## config.mk

```make
export PLATFORM = sky130hd
export DESIGN_NAME = sine_tone_with_linear_fade_flat
export DESIGN_NICKNAME = d
export VERILOG_FILES = /design/src/rtl/sntf_pkg.sv /design/src/rtl/sntf_if.sv /design/src/rtl/sine_tone_with_linear_fade.sv /design/src/rtl/sntf_cfg_regs.sv /design/src/rtl/sntf_state_mem.sv /design/src/rtl/sntf_sine.sv /design/src/rtl/sntf_gain_div.sv /design/src/flat_wrapper.sv
export SDC_FILE = /design/constraint.sdc
export NUM_CORES = 2
export LEC_CHECK = 0
export BUFFER_PORTS_ARGS = -buffer_cell sky130_fd_sc_hd__buf_2
export CORE_UTILIZATION = 60
export DETAILED_ROUTE_END_ITERATION = 8
export GPL_ROUTABILITY_DRIVEN = 0
export HOLD_SLACK_MARGIN = 0.03
export PLACE_DENSITY = 0.76
export SKIP_LAST_GASP = 1
export SLEW_MARGIN = 20
export SYNTH_ARGS = -nofsm -noshare
export SYNTH_HDL_FRONTEND = slang
export SYNTH_SLANG_ARGS = --single-unit
export TNS_END_PERCENT = 5
```

## constraint.sdc

```tcl
create_clock -name clk -period 17.4 [get_ports clk]
set_input_delay 3.48 -clock clk [delete_from_list [all_inputs] [get_ports clk]]
set_output_delay 3.48 -clock clk [all_outputs]
set_load 0.01 [all_outputs]
```

## src/rtl/sntf_pkg.sv

```systemverilog
`timescale 1ns / 1ps

package sntf_pkg;

    localparam int CFG_IDX_BITS  = 2;
    localparam int CFG_DATA_BITS = 32;

    typedef enum logic [CFG_IDX_BITS-1:0] {
        REG_PHASE_STEP  = 2'd0,
        REG_TONE_LENGTH = 2'd1,
        REG_FADE_LENGTH = 2'd2
    } cfg_reg_t;

    // entries of the state memory
    typedef enum logic {
        ADDR_INDEX = 1'b0,
        ADDR_PHASE = 1'b1
    } mem_addr_t;

    // sine polynomial: signed Q2.30 in a 33 bit word
    localparam int FRAC_BITS = 30;
    localparam int MUL_BITS  = 33;

    typedef logic signed [MUL_BITS-1:0] mul_t;

    localparam mul_t C1 = 33'sd1686629713;
    localparam mul_t C3 = -33'sd693598668;
    localparam mul_t C5 = 33'sd85569306;
    localparam mul_t C7 = -33'sd5026995;
    localparam mul_t C9 = 33'sd172271;

endpackage

```

## src/rtl/sntf_if.sv

```systemverilog
`timescale 1ns / 1ps

interface sntf_ctrl_if;
    logic valid;
    logic ready;
    logic restart;

    modport source (output valid, output restart, input ready);
    modport sink (input valid, input restart, output ready);
endinterface

interface sntf_audio_if #(parameter int SAMPLE_BITS = 16);
    logic                          valid;
    logic                          ready;
    logic signed [SAMPLE_BITS-1:0] sample;
    logic                          last;
    logic                          done_res;

    modport source (output valid, output sample, output last, output done_res, input ready);
    modport sink (input valid, input sample, input last, input done_res, output ready);
endinterface

interface sntf_cfg_if import sntf_pkg::*; ();
    logic                     valid;
    logic                     ready;
    logic [CFG_IDX_BITS-1:0]  index;
    logic [CFG_DATA_BITS-1:0] data;

    modport source (output valid, output index, output data, input ready);
    modport sink (input valid, input index, input data, output ready);
endinterface

```

## src/rtl/sine_tone_with_linear_fade.sv

```systemverilog
// channel  dir  payload                          accepted when
// ctrl     in   restart                          ctrl.valid && ctrl.ready
// audio    out  sample, last, done_res           audio.valid && audio.ready
// cfg      in   index, data (0 step, 1 len, 2 fade)  cfg.valid && cfg.ready
//
// a sample of a running tone reaches the output register after its request is taken via
// a bit-serial phase multiply, six shared-multiplier passes of the sine polynomial, then
// the bit-serial gain divider; with fade 0 the divider is skipped
// a request after the tone has ended is answered straight from the state read, with
// done_res set, a zero sample and no phase, sine or divider step
// index and phase sit in a two-entry state memory, cleared by reset through valid bits
// ctrl is taken only when the sequencer is idle, at the earliest once the previous result
// has moved to the output register; cfg is always ready
`timescale 1ns / 1ps

module sine_tone_with_linear_fade import sntf_pkg::*; #(
    parameter int PHASE_BITS  = 32,
    parameter int TABLE_BITS  = 10,
    parameter int SAMPLE_BITS = 16,
    parameter int COUNT_BITS  = 24
) (
    input  logic          clk,
    input  logic          rst_n,
    sntf_ctrl_if.sink     ctrl,
    sntf_audio_if.source  audio,
    sntf_cfg_if.sink      cfg
);

    localparam int IDX_BITS  = COUNT_BITS + 1;
    localparam int WORD_BITS = (PHASE_BITS > IDX_BITS) ? PHASE_BITS : IDX_BITS;
    localparam int STEP_W    = (PHASE_BITS > CFG_DATA_BITS) ? PHASE_BITS : CFG_DATA_BITS;
    localparam int BIT_W     = $clog2(COUNT_BITS);
    localparam int MB        = SAMPLE_BITS - 1;

    typedef enum logic [2:0] {
        ST_IDLE, ST_RD, ST_PHASE, ST_WR_PH, ST_WR_IX, ST_SINE, ST_DIV_GO, ST_DIV
    } ctl_state_t;

    ctl_state_t                    state_reg;
    logic                          restart_reg;
    logic [IDX_BITS-1:0]           idx_reg;
    logic [COUNT_BITS-1:0]         num_reg;
    logic                          bypass_reg;
    logic                          last_pend_reg;
    logic                          done_pend_reg;
    logic signed [SAMPLE_BITS-1:0] sample_pend_reg;
    logic                          emit_reg;
    logic [PHASE_BITS-1:0]         acc_reg;
    logic [BIT_W-1:0]              bit_cnt_reg;
    logic                          out_valid_reg;
    logic signed [SAMPLE_BITS-1:0] out_sample_reg;
    logic                          out_last_reg;
    logic                          out_done_reg;

    logic [CFG_DATA_BITS-1:0] phase_step;
    logic [COUNT_BITS-1:0]    tone_length;
    logic [COUNT_BITS-1:0]    fade_length;

    logic                     mem_we;
    mem_addr_t                mem_waddr;
    logic [WORD_BITS-1:0]     mem_wdata;
    logic [WORD_BITS-1:0]     mem_rdata;

    logic                     sine_done;
    logic [MB-1:0]            sine_mag;
    logic                     sine_neg;
    logic                     div_done;
    logic [MB-1:0]            div_quot;

    logic [IDX_BITS-1:0]      idx_rd;
    logic [IDX_BITS-1:0]      tone_x;
    logic [IDX_BITS:0]        fade_sum;
    logic                     finished;
    logic [COUNT_BITS-1:0]    num_next;
    logic                     last_next;
    logic [STEP_W-1:0]        step_w;
    logic [PHASE_BITS-1:0]    step_p;
    logic [COUNT_BITS-1:0]    idx_low;
    logic [PHASE_BITS-1:0]    acc_next;
    logic [MB-1:0]            mag_sel;
    logic signed [SAMPLE_BITS-1:0] mag_ext;
    logic signed [SAMPLE_BITS-1:0] sample_next;

    sntf_cfg_regs #(.COUNT_BITS(COUNT_BITS)) u_cfg (
        .clk         (clk),
        .rst_n       (rst_n),
        .cfg         (cfg),
        .phase_step  (phase_step),
        .tone_length (tone_length),
        .fade_length (fade_length)
    );

    sntf_state_mem #(.WORD_BITS(WORD_BITS)) u_mem (
        .clk   (clk),
        .rst_n (rst_n),
        .we    (mem_we),
        .waddr (mem_waddr),
        .wdata (mem_wdata),
        .raddr (ADDR_INDEX),
        .rdata (mem_rdata)
    );

    sntf_sine #(.TABLE_BITS(TABLE_BITS), .SAMPLE_BITS(SAMPLE_BITS)) u_sine (
        .clk   (clk),
        .rst_n (rst_n),
        .start (state_reg == ST_WR_PH),
        .idx   (acc_reg[PHASE_BITS-1 -: TABLE_BITS]),
        .done  (sine_done),
        .mag   (sine_mag),
        .neg   (sine_neg)
    );

    sntf_gain_div #(.SAMPLE_BITS(SAMPLE_BITS), .COUNT_BITS(COUNT_BITS)) u_div (
        .clk   (clk),
        .rst_n (rst_n),
        .start (state_reg == ST_DIV_GO),
        .mag   (sine_mag),
        .num   (num_reg),
        .den   (fade_length),
        .done  (div_done),
        .quot  (div_quot)
    );

    // index of this sample and its envelope numerator
    always_comb
    begin
        idx_rd    = restart_reg ? '0 : mem_rdata[IDX_BITS-1:0];
        tone_x    = IDX_BITS'(tone_length);
        finished  = idx_rd >= tone_x;
        fade_sum  = (IDX_BITS+1)'(idx_rd) + (IDX_BITS+1)'(fade_length);
        if (fade_sum >= (IDX_BITS+1)'(tone_length))
            num_next = tone_length - idx_rd[COUNT_BITS-1:0];
        else if (idx_rd < IDX_BITS'(fade_length))
            num_next = idx_rd[COUNT_BITS-1:0];
        else
            num_next = fade_length;
        last_next = IDX_BITS'(idx_rd + 1'b1) == tone_x;
    end

    // phase = index * step, one index bit a cycle from the top
    always_comb
    begin
        step_w   = STEP_W'(phase_step);
        step_p   = step_w[PHASE_BITS-1:0];
        idx_low  = idx_reg[COUNT_BITS-1:0];
        acc_next = {acc_reg[PHASE_BITS-2:0], 1'b0} + (idx_low[bit_cnt_reg] ? step_p : '0);
    end

    always_comb
    begin
        mag_sel     = (state_reg == ST_DIV) ? div_quot : sine_mag;
        mag_ext     = $signed({1'b0, mag_sel});
        sample_next = sine_neg ? -mag_ext : mag_ext;
    end

    // a restart on a finished tone still clears the stored index
    always_comb
    begin
        mem_we    = (state_reg == ST_WR_PH) || (state_reg == ST_WR_IX) ||
                    ((state_reg == ST_RD) && finished && restart_reg);
        mem_waddr = (state_reg == ST_WR_PH) ? ADDR_PHASE : ADDR_INDEX;
        if (state_reg == ST_WR_PH)
            mem_wdata = WORD_BITS'(acc_reg);
        else if (state_reg == ST_WR_IX)
            mem_wdata = WORD_BITS'(IDX_BITS'(idx_reg + 1'b1));
        else
            mem_wdata = '0;
    end

    always_ff @(posedge clk or negedge rst_n)
    begin
        if (!rst_n)
        begin
            state_reg     <= ST_IDLE;
            emit_reg      <= 1'b0;
            out_valid_reg <= 1'b0;
        end
        else
        begin
            // a finished sample waits here until the output register is free
            if (emit_reg && (!out_valid_reg || audio.ready))
            begin
                out_valid_reg  <= 1'b1;
                out_sample_reg <= sample_pend_reg;
                out_last_reg   <= last_pend_reg;
                out_done_reg   <= done_pend_reg;
                emit_reg       <= 1'b0;
            end
            else if (audio.ready)
                out_valid_reg <= 1'b0;

            unique case (state_reg)
                ST_IDLE:
                begin
                    if (ctrl.valid && !emit_reg)
                    begin
                        restart_reg <= ctrl.restart;
                        state_reg   <= ST_RD;
                    end
                end
                ST_RD:
                begin
                    if (finished)
                    begin
                        sample_pend_reg <= '0;
                        last_pend_reg   <= 1'b0;
                        done_pend_reg   <= 1'b1;
                        emit_reg        <= 1'b1;
                        state_reg       <= ST_IDLE;
                    end
                    else
                    begin
                        idx_reg       <= idx_rd;
                        num_reg       <= num_next;
                        bypass_reg    <= fade_length == '0;
                        last_pend_reg <= last_next;
                        done_pend_reg <= 1'b0;
                        acc_reg       <= '0;
                        bit_cnt_reg   <= BIT_W'(COUNT_BITS - 1);
                        state_reg     <= ST_PHASE;
                    end
                end
                ST_PHASE:
                begin
                    acc_reg <= acc_next;
                    if (bit_cnt_reg == '0)
                        state_reg <= ST_WR_PH;
                    else
                        bit_cnt_reg <= bit_cnt_reg - 1'b1;
                end
                ST_WR_PH: state_reg <= ST_WR_IX;
                ST_WR_IX: state_reg <= ST_SINE;
                ST_SINE:
                begin
                    if (sine_done)
                    begin
                        if (bypass_reg)
                        begin
                            sample_pend_reg <= sample_next;
                            emit_reg        <= 1'b1;
                            state_reg       <= ST_IDLE;
                        end
                        else
                            state_reg <= ST_DIV_GO;
                    end
                end
                ST_DIV_GO: state_reg <= ST_DIV;
                ST_DIV:
                begin
                    if (div_done)
                    begin
                        sample_pend_reg <= sample_next;
                        emit_reg        <= 1'b1;
                        state_reg       <= ST_IDLE;
                    end
                end
                default: state_reg <= ST_IDLE;
            endcase
        end
    end

    assign ctrl.ready     = (state_reg == ST_IDLE) && !emit_reg;
    assign audio.valid    = out_valid_reg;
    assign audio.sample   = out_sample_reg;
    assign audio.last     = out_last_reg;
    assign audio.done_res = out_done_reg;

    a_done_is_silent: assert property (@(posedge clk) disable iff (!rst_n)
        audio.valid && audio.done_res |-> audio.sample == '0 && !audio.last)
        else $error("finished-tone result carries a sample or last");

    a_request_reads: assert property (@(posedge clk) disable iff (!rst_n)
        ctrl.valid && ctrl.ready |=> state_reg == ST_RD)
        else $error("accepted request did not start a state read");

    a_sine_when_waited: assert property (@(posedge clk) disable iff (!rst_n)
        sine_done |-> state_reg == ST_SINE)
        else $error("sine result arrived while not waited for");

    a_gain_bound: assert property (@(posedge clk) disable iff (!rst_n)
        div_done |-> div_quot <= sine_mag)
        else $error("faded magnitude exceeds full-scale magnitude");

endmodule

```

## src/rtl/sntf_cfg_regs.sv

```systemverilog
`timescale 1ns / 1ps

module sntf_cfg_regs import sntf_pkg::*; #(
    parameter int COUNT_BITS = 24
) (
    input  logic                     clk,
    input  logic                     rst_n,
    sntf_cfg_if.sink                 cfg,
    output logic [CFG_DATA_BITS-1:0] phase_step,
    output logic [COUNT_BITS-1:0]    tone_length,
    output logic [COUNT_BITS-1:0]    fade_length
);

    logic [CFG_DATA_BITS-1:0] phase_step_reg;
    logic [COUNT_BITS-1:0]    tone_length_reg;
    logic [COUNT_BITS-1:0]    fade_length_reg;

    assign cfg.ready = 1'b1;

    always_ff @(posedge clk or negedge rst_n)
    begin
        if (!rst_n)
        begin
            phase_step_reg  <= '0;
            tone_length_reg <= '0;
            fade_length_reg <= '0;
        end
        else if (cfg.valid)
        begin
            unique case (cfg.index)
                REG_PHASE_STEP:  phase_step_reg  <= cfg.data;
                REG_TONE_LENGTH: tone_length_reg <= cfg.data[COUNT_BITS-1:0];
                REG_FADE_LENGTH: fade_length_reg <= cfg.data[COUNT_BITS-1:0];
                default:         ;
            endcase
        end
    end

    assign phase_step  = phase_step_reg;
    assign tone_length = tone_length_reg;
    assign fade_length = fade_length_reg;

endmodule

```

## src/rtl/sntf_state_mem.sv

```systemverilog
`timescale 1ns / 1ps

module sntf_state_mem import sntf_pkg::*; #(
    parameter int WORD_BITS = 33
) (
    input  logic                 clk,
    input  logic                 rst_n,
    input  logic                 we,
    input  mem_addr_t            waddr,
    input  logic [WORD_BITS-1:0] wdata,
    input  mem_addr_t            raddr,
    output logic [WORD_BITS-1:0] rdata
);

    logic [WORD_BITS-1:0] mem [2];
    logic [1:0]           vld_reg;
    logic [WORD_BITS-1:0] rdata_reg;

    always_ff @(posedge clk)
    begin
        if (we)
            mem[waddr] <= wdata;
    end

    // entries never written since reset read as zero
    always_ff @(posedge clk or negedge rst_n)
    begin
        if (!rst_n)
            vld_reg <= '0;
        else if (we)
            vld_reg[waddr] <= 1'b1;
    end

    always_ff @(posedge clk)
    begin
        rdata_reg <= vld_reg[raddr] ? mem[raddr] : '0;
    end

    assign rdata = rdata_reg;

endmodule

```

## src/rtl/sntf_sine.sv

```systemverilog
`timescale 1ns / 1ps

module sntf_sine import sntf_pkg::*; #(
    parameter int TABLE_BITS  = 10,
    parameter int SAMPLE_BITS = 16
) (
    input  logic                   clk,
    input  logic                   rst_n,
    input  logic                   start,
    input  logic [TABLE_BITS-1:0]  idx,
    output logic                   done,
    output logic [SAMPLE_BITS-2:0] mag,
    output logic                   neg
);

    localparam int QTR = TABLE_BITS - 2;
    localparam int MB  = SAMPLE_BITS - 1;
    localparam int SH  = FRAC_BITS - MB;
    localparam logic [MUL_BITS-1:0] AMP_MAX = MUL_BITS'((1 << MB) - 1);
    localparam logic [MUL_BITS-1:0] RND_ONE = MUL_BITS'(1 << (SH - 1));
    localparam logic [2:0] STEP_X2 = 3'd0;
    localparam logic [2:0] STEP_V  = 3'd5;

    typedef enum logic [1:0] {S_IDLE, S_MUL, S_ACC, S_OUT} sine_state_t;

    sine_state_t st_reg;
    logic [2:0]  step_reg;
    logic        done_reg;
    logic        neg_reg;
    logic [MB-1:0] mag_reg;
    mul_t        xq_reg;
    mul_t        x2_reg;
    mul_t        p_reg;
    logic signed [2*MUL_BITS-1:0] prod_reg;

    logic [QTR-1:0]      r;
    logic [QTR:0]        x;
    logic [MUL_BITS-1:0] xq_u;
    mul_t                mul_a;
    mul_t                mul_b;
    mul_t                coef;
    logic signed [2*MUL_BITS-1:0] prod_shr;
    mul_t                prod_trunc;
    logic [MUL_BITS-1:0] rnd_u;
    logic [MUL_BITS-1:0] m_u;
    logic [MB-1:0]       mag_next;

    // fold the table index into a quarter wave, x in Q1.30
    always_comb
    begin
        r    = idx[QTR-1:0];
        x    = idx[QTR] ? (((QTR+1)'(1) << QTR) - {1'b0, r}) : {1'b0, r};
        xq_u = MUL_BITS'({x, {(FRAC_BITS-QTR){1'b0}}});
    end

    always_comb
    begin
        mul_a = (step_reg == STEP_X2) ? xq_reg : p_reg;
        mul_b = (step_reg == STEP_X2 || step_reg == STEP_V) ? xq_reg : x2_reg;
        case (step_reg)
            3'd1:    coef = C7;
            3'd2:    coef = C5;
            3'd3:    coef = C3;
            default: coef = C1;
        endcase
        // arithmetic shift floors, as the products need
        prod_shr   = prod_reg >>> FRAC_BITS;
        prod_trunc = $signed(prod_shr[MUL_BITS-1:0]);
    end

    always_comb
    begin
        rnd_u = $unsigned(p_reg) + RND_ONE;
        m_u   = rnd_u >> SH;
        if (p_reg[MUL_BITS-1])
            mag_next = '0;
        else if (m_u > AMP_MAX)
            mag_next = AMP_MAX[MB-1:0];
        else
            mag_next = m_u[MB-1:0];
    end

    always_ff @(posedge clk or negedge rst_n)
    begin
        if (!rst_n)
        begin
            st_reg   <= S_IDLE;
            step_reg <= '0;
            done_reg <= 1'b0;
        end
        else
        begin
            done_reg <= 1'b0;
            unique case (st_reg)
                S_IDLE:
                begin
                    if (start)
                    begin
                        xq_reg   <= $signed(xq_u);
                        p_reg    <= C9;
                        neg_reg  <= idx[TABLE_BITS-1];
                        step_reg <= STEP_X2;
                        st_reg   <= S_MUL;
                    end
                end
                S_MUL:
                begin
                    prod_reg <= mul_a * mul_b;
                    st_reg   <= S_ACC;
                end
                S_ACC:
                begin
                    case (step_reg)
                        STEP_X2: x2_reg <= prod_trunc;
                        STEP_V:  p_reg  <= prod_trunc;
                        default: p_reg  <= coef + prod_trunc;
                    endcase
                    if (step_reg == STEP_V)
                        st_reg <= S_OUT;
                    else
                    begin
                        step_reg <= step_reg + 3'd1;
                        st_reg   <= S_MUL;
                    end
                end
                S_OUT:
                begin
                    mag_reg  <= mag_next;
                    done_reg <= 1'b1;
                    st_reg   <= S_IDLE;
                end
                default: st_reg <= S_IDLE;
            endcase
        end
    end

    assign done = done_reg;
    assign mag  = mag_reg;
    assign neg  = neg_reg;

endmodule

```

## src/rtl/sntf_gain_div.sv

```systemverilog
`timescale 1ns / 1ps

module sntf_gain_div #(
    parameter int SAMPLE_BITS = 16,
    parameter int COUNT_BITS  = 24
) (
    input  logic                   clk,
    input  logic                   rst_n,
    input  logic                   start,
    input  logic [SAMPLE_BITS-2:0] mag,
    input  logic [COUNT_BITS-1:0]  num,
    input  logic [COUNT_BITS-1:0]  den,
    output logic                   done,
    output logic [SAMPLE_BITS-2:0] quot
);

    localparam int MB    = SAMPLE_BITS - 1;
    localparam int DB    = MB + COUNT_BITS;
    localparam int CNT_W = $clog2(MB);

    typedef enum logic [1:0] {D_IDLE, D_LOAD, D_DIV} div_state_t;

    div_state_t         st_reg;
    logic [CNT_W-1:0]   cnt_reg;
    logic               done_reg;
    logic [DB-1:0]      dvd_reg;
    logic [COUNT_BITS-1:0] rem_reg;
    logic [MB-1:0]      low_reg;

    logic [COUNT_BITS:0] trial;
    logic [COUNT_BITS:0] diff;
    logic                ge;

    // num <= den, so the quotient fits in MB bits and the top part starts below den
    always_comb
    begin
        trial = {rem_reg, low_reg[MB-1]};
        diff  = trial - {1'b0, den};
        ge    = trial >= {1'b0, den};
    end

    always_ff @(posedge clk or negedge rst_n)
    begin
        if (!rst_n)
        begin
            st_reg   <= D_IDLE;
            cnt_reg  <= '0;
            done_reg <= 1'b0;
        end
        else
        begin
            done_reg <= 1'b0;
            unique case (st_reg)
                D_IDLE:
                begin
                    if (start)
                    begin
                        dvd_reg <= DB'(mag) * DB'(num);
                        st_reg  <= D_LOAD;
                    end
                end
                D_LOAD:
                begin
                    rem_reg <= dvd_reg[DB-1:MB];
                    low_reg <= dvd_reg[MB-1:0];
                    cnt_reg <= '0;
                    st_reg  <= D_DIV;
                end
                D_DIV:
                begin
                    rem_reg <= ge ? diff[COUNT_BITS-1:0] : trial[COUNT_BITS-1:0];
                    low_reg <= {low_reg[MB-2:0], ge};
                    if (cnt_reg == CNT_W'(MB - 1))
                    begin
                        done_reg <= 1'b1;
                        st_reg   <= D_IDLE;
                    end
                    else
                        cnt_reg <= cnt_reg + 1'b1;
                end
                default: st_reg <= D_IDLE;
            endcase
        end
    end

    assign done = done_reg;
    assign quot = low_reg;

endmodule

```

## src/flat_wrapper.sv

```systemverilog
// flat-port wrapper written by rule: the top's interface ports become plain ports
module sine_tone_with_linear_fade_flat import sntf_pkg::*;
#(
    parameter int PHASE_BITS  = 32,
    parameter int TABLE_BITS  = 10,
    parameter int SAMPLE_BITS = 16,
    parameter int COUNT_BITS  = 24
)
  (clk, rst_n, ctrl_valid, ctrl_restart, ctrl_ready, audio_valid, audio_sample, audio_last, audio_done_res, audio_ready, cfg_valid, cfg_index, cfg_data, cfg_ready);
  sntf_ctrl_if ctrl_i ();
  sntf_audio_if #(.SAMPLE_BITS(SAMPLE_BITS)) audio_i ();
  sntf_cfg_if cfg_i ();
  input  logic clk;
  input  logic rst_n;
  input wire logic [$bits(ctrl_i.valid)-1:0] ctrl_valid;
  input wire logic [$bits(ctrl_i.restart)-1:0] ctrl_restart;
  output wire logic [$bits(ctrl_i.ready)-1:0] ctrl_ready;
  output wire logic [$bits(audio_i.valid)-1:0] audio_valid;
  output wire logic [$bits(audio_i.sample)-1:0] audio_sample;
  output wire logic [$bits(audio_i.last)-1:0] audio_last;
  output wire logic [$bits(audio_i.done_res)-1:0] audio_done_res;
  input wire logic [$bits(audio_i.ready)-1:0] audio_ready;
  input wire logic [$bits(cfg_i.valid)-1:0] cfg_valid;
  input wire logic [$bits(cfg_i.index)-1:0] cfg_index;
  input wire logic [$bits(cfg_i.data)-1:0] cfg_data;
  output wire logic [$bits(cfg_i.ready)-1:0] cfg_ready;
  assign ctrl_i.valid = ctrl_valid;
  assign ctrl_i.restart = ctrl_restart;
  assign ctrl_ready = ctrl_i.ready;
  assign audio_valid = audio_i.valid;
  assign audio_sample = audio_i.sample;
  assign audio_last = audio_i.last;
  assign audio_done_res = audio_i.done_res;
  assign audio_i.ready = audio_ready;
  assign cfg_i.valid = cfg_valid;
  assign cfg_i.index = cfg_index;
  assign cfg_i.data = cfg_data;
  assign cfg_ready = cfg_i.ready;
  sine_tone_with_linear_fade #(.PHASE_BITS(PHASE_BITS), .TABLE_BITS(TABLE_BITS), .SAMPLE_BITS(SAMPLE_BITS), .COUNT_BITS(COUNT_BITS)) u_core (.clk(clk), .rst_n(rst_n), .ctrl(ctrl_i), .audio(audio_i), .cfg(cfg_i));
endmodule
```

==> results.yml <==
status:
  status: "finished clean"
clocking:
  cts-buffers-inserted: 51
  post_cts_buffers: 0
  cts-resized-gates: 0
  cts_max_level: 2
  clk_latency_ns: 0.62
  clockRootBuffer: "clkbuf_16"
  cts_tree: "done"
  clock_path_buffers: 3
  clk_pin_slew_ns: 0.08
  cts.sinks: 475
  hold_buffers: 0
yosys:
  synthFlopType: "edfxtp_1"
  syn-num-nets: 9945
  synth_seq_area_share_pct: 17.67
  syn_inst: 7979
  synthAdderAreaFrac_pct: 45.26
  synth_area_per_cell_um2: 9.586
  synthArstFlopShare_pct: 20.84
  muxShareOfSynthArea_pct: 2.869
  yosysWarnings: 0
  synth_xor_area_share_pct: 3.218
  netlist-cell-type-count: 89
  syn_area_um2: 76490
  synth-seq-cells: 475
  synth-compound-area-share_pct: 6.602
  synth_top_family_by_area: "adder cells"
  synth_edf_count: 351
  synth-simple-area-share_pct: 15.22
global_route:
  gr-usage-met1_pct: 45.46
  grt_pass1_wl_mm: 336.3
  grt_most_used_layer: "met2"
  grt_max_degree: 116
  antenna_found_initial: 5
  grt_pass1_vias: 60920
  grt-ovfl-total: 0
  met2_usage_pct: 51.99
  met3_usage_pct: 7.705
  grt_use_total_pct: 33.51
sta:
  fin_worst_skew_ns: 0.03160
  rsz0062_at_grt: "false"
  tightest_slew_ns: 1.162
  fmax_ghz: 0.09037
  period_share_pct: 63.59
  final_max_slew_viol_count: 0
  finalSetupTns_ns: 0
  fin_crit_ns: 11.07
  report.final.hold_viol_count: 0
  setup_violations: 0
  relSlewSlack_pct: 22.51
floorplanning:
  die-width_um: 359.0
  die_area_um2: 128900
  start_util_pct: 60.68
  num_rows: 130
  core_um2: 126100
  ios: 61
  dieHeight_um: 359.0
critical_path:
  crit_arrival_ns: 11.43
  required_ns: 17.77
  slowest_delay_ns: 0.92
  cp-end-kind: "flip-flop"
  worstSetupPathType: "flip-flop to flip-flop"
  worst_path_max_delay_cell: "and2_1"
  start_kind: "flip-flop"
  critical_path.most_common_cell: "fa_1"
  reg2regPathDepth: 31
  cp_max_fo: 67
route:
  drt_first_pass_iters: 6
  drt-wirelength-per-cell_um: 22.00
  drtIter0Drc: 5831
  vias_per_cell: 6.031
  drcViolationCount: 0
  vias: 57540
  drt-total-wl_mm: 209.8
  drtAntennaViolNets: 0
worst_hold_path:
  hp-class: "flip-flop to flip-flop"
  hold_depth: 0
final_layout:
  largest_reg_flops: 39
  final_cell_mix: "inv_1 (1484), fa_1 (1401), nand2_1 (993), ha_1 (524), nor2_1 (431)"
  area_delta_synth_final_pct: 5.061
  drive_gt1_share_pct: 5.452
  final_nets: 9810
  final_common_cell: "inv_1"
placed_design:
  port_buffers: 59
  dp_hpwl_mm: 163.1
job:
  cap_violations: 0
## stage by stage
stage	cell area, um2	util, %	instances	hold slack (ns)	setup WS (ns)
global route	80350	63.74	9537	0.4194	5.981
finish	80360	63.75	9540	0.4073	6.335
detailed placement	78490	62.26	9437	0.4045	6.593
floorplan	76490	-	7979	0.4003	7.885
CTS	80270	63.67	9533	0.4118	6.524
global placement	78490	62.26	9437	0.4005	6.762
## metal layers
metal	routed length [um]	vias to the layer above	share of wire (%)
li1	-	24850	-
met1	80160	28920	38
met2	94350	3113	45
met3	24770	651	12
met4	10550	2	5.0
met5	13	-	0.0062
## critical path: cells and delay by family, from the launching register on
family | cells | cell delay (ns)
AND/OR/NAND/NOR | 8 | 2.84
flip-flops | 1 | 0.42
multiplexers | 1 | 0.16
adder cells (fa/ha/maj) | 10 | 4.62
buffers and inverters | 8 | 1.59
AO/OA/AOI/OAI | 4 | 1.15
## final cells by class
cell class / instances / area (um2)
multi-input cells: 5641 / 56080
well taps: 1650 / 2064
diodes: 3 / 7.507
clock buffers: 74 / 1540
repair buffers: 190 / 1334
flip-flops and latches: 475 / 13520
fillers: 9975 / 45700
inverters: 1485 / 5574
clock inverters: 22 / 240.2
## cells by family (layout without fill, tap and decap cells)
kind of cell | count (synthesis) | after routing
AOI/OAI and AO/OA | 787 | 787
xor gates and xnor gates | 281 | 281
adders and majority gates | 1926 | 1926
buffers and inverters | 1863 | 1771
DFF | 475 | 475
muxes | 197 | 197
other | 1 | 4
and+or+nand+nor | 2449 | 2449
## synthesized netlist by cell type (all sizes together), types with 36 or more instances
master,instances,area (um2)
inv,1484,5570
fa,1401,28050
nand2,993,3727
ha,525,6569
nor2,436,1637
and3,376,2357
clkbuf,353,1325
edfxtp,351,10540
a21oi,243,1220
and2,218,1365
xnor2,188,1647
o21ai,157,785.8
mux2,108,1216
nor2b,108,675.7
dfrtp,99,2477
a21o,98,737.0
nand3,94,470.5
xor2,93,814.5
mux2i,82,820.8
nor3,52,260.3
nand2b,48,300.3
o21a,41,309.1
nand4,36,225.2
## final timing paths
path                                           start                           end  slack [ns]
min reg2reg                u_core.sample_pend_reg[9]        u_core.audio.sample[9]        0.41
max                        u_core.u_sine.step_reg[1]    u_core.u_sine.prod_reg[60]        6.33
max reg2reg                u_core.u_sine.step_reg[1]    u_core.u_sine.prod_reg[60]        6.33
min                        u_core.sample_pend_reg[9]        u_core.audio.sample[9]        0.41
max in group asynchronous                      rst_n  u_core.u_cfg.tone_length[11]       13.06
min in group asynchronous                      rst_n    u_core.u_cfg.phase_step[6]        2.72
Power is left out: the tool's default activity adds up to more than one toggle a clock period on the data nets, which glitch-free logic cannot reach.
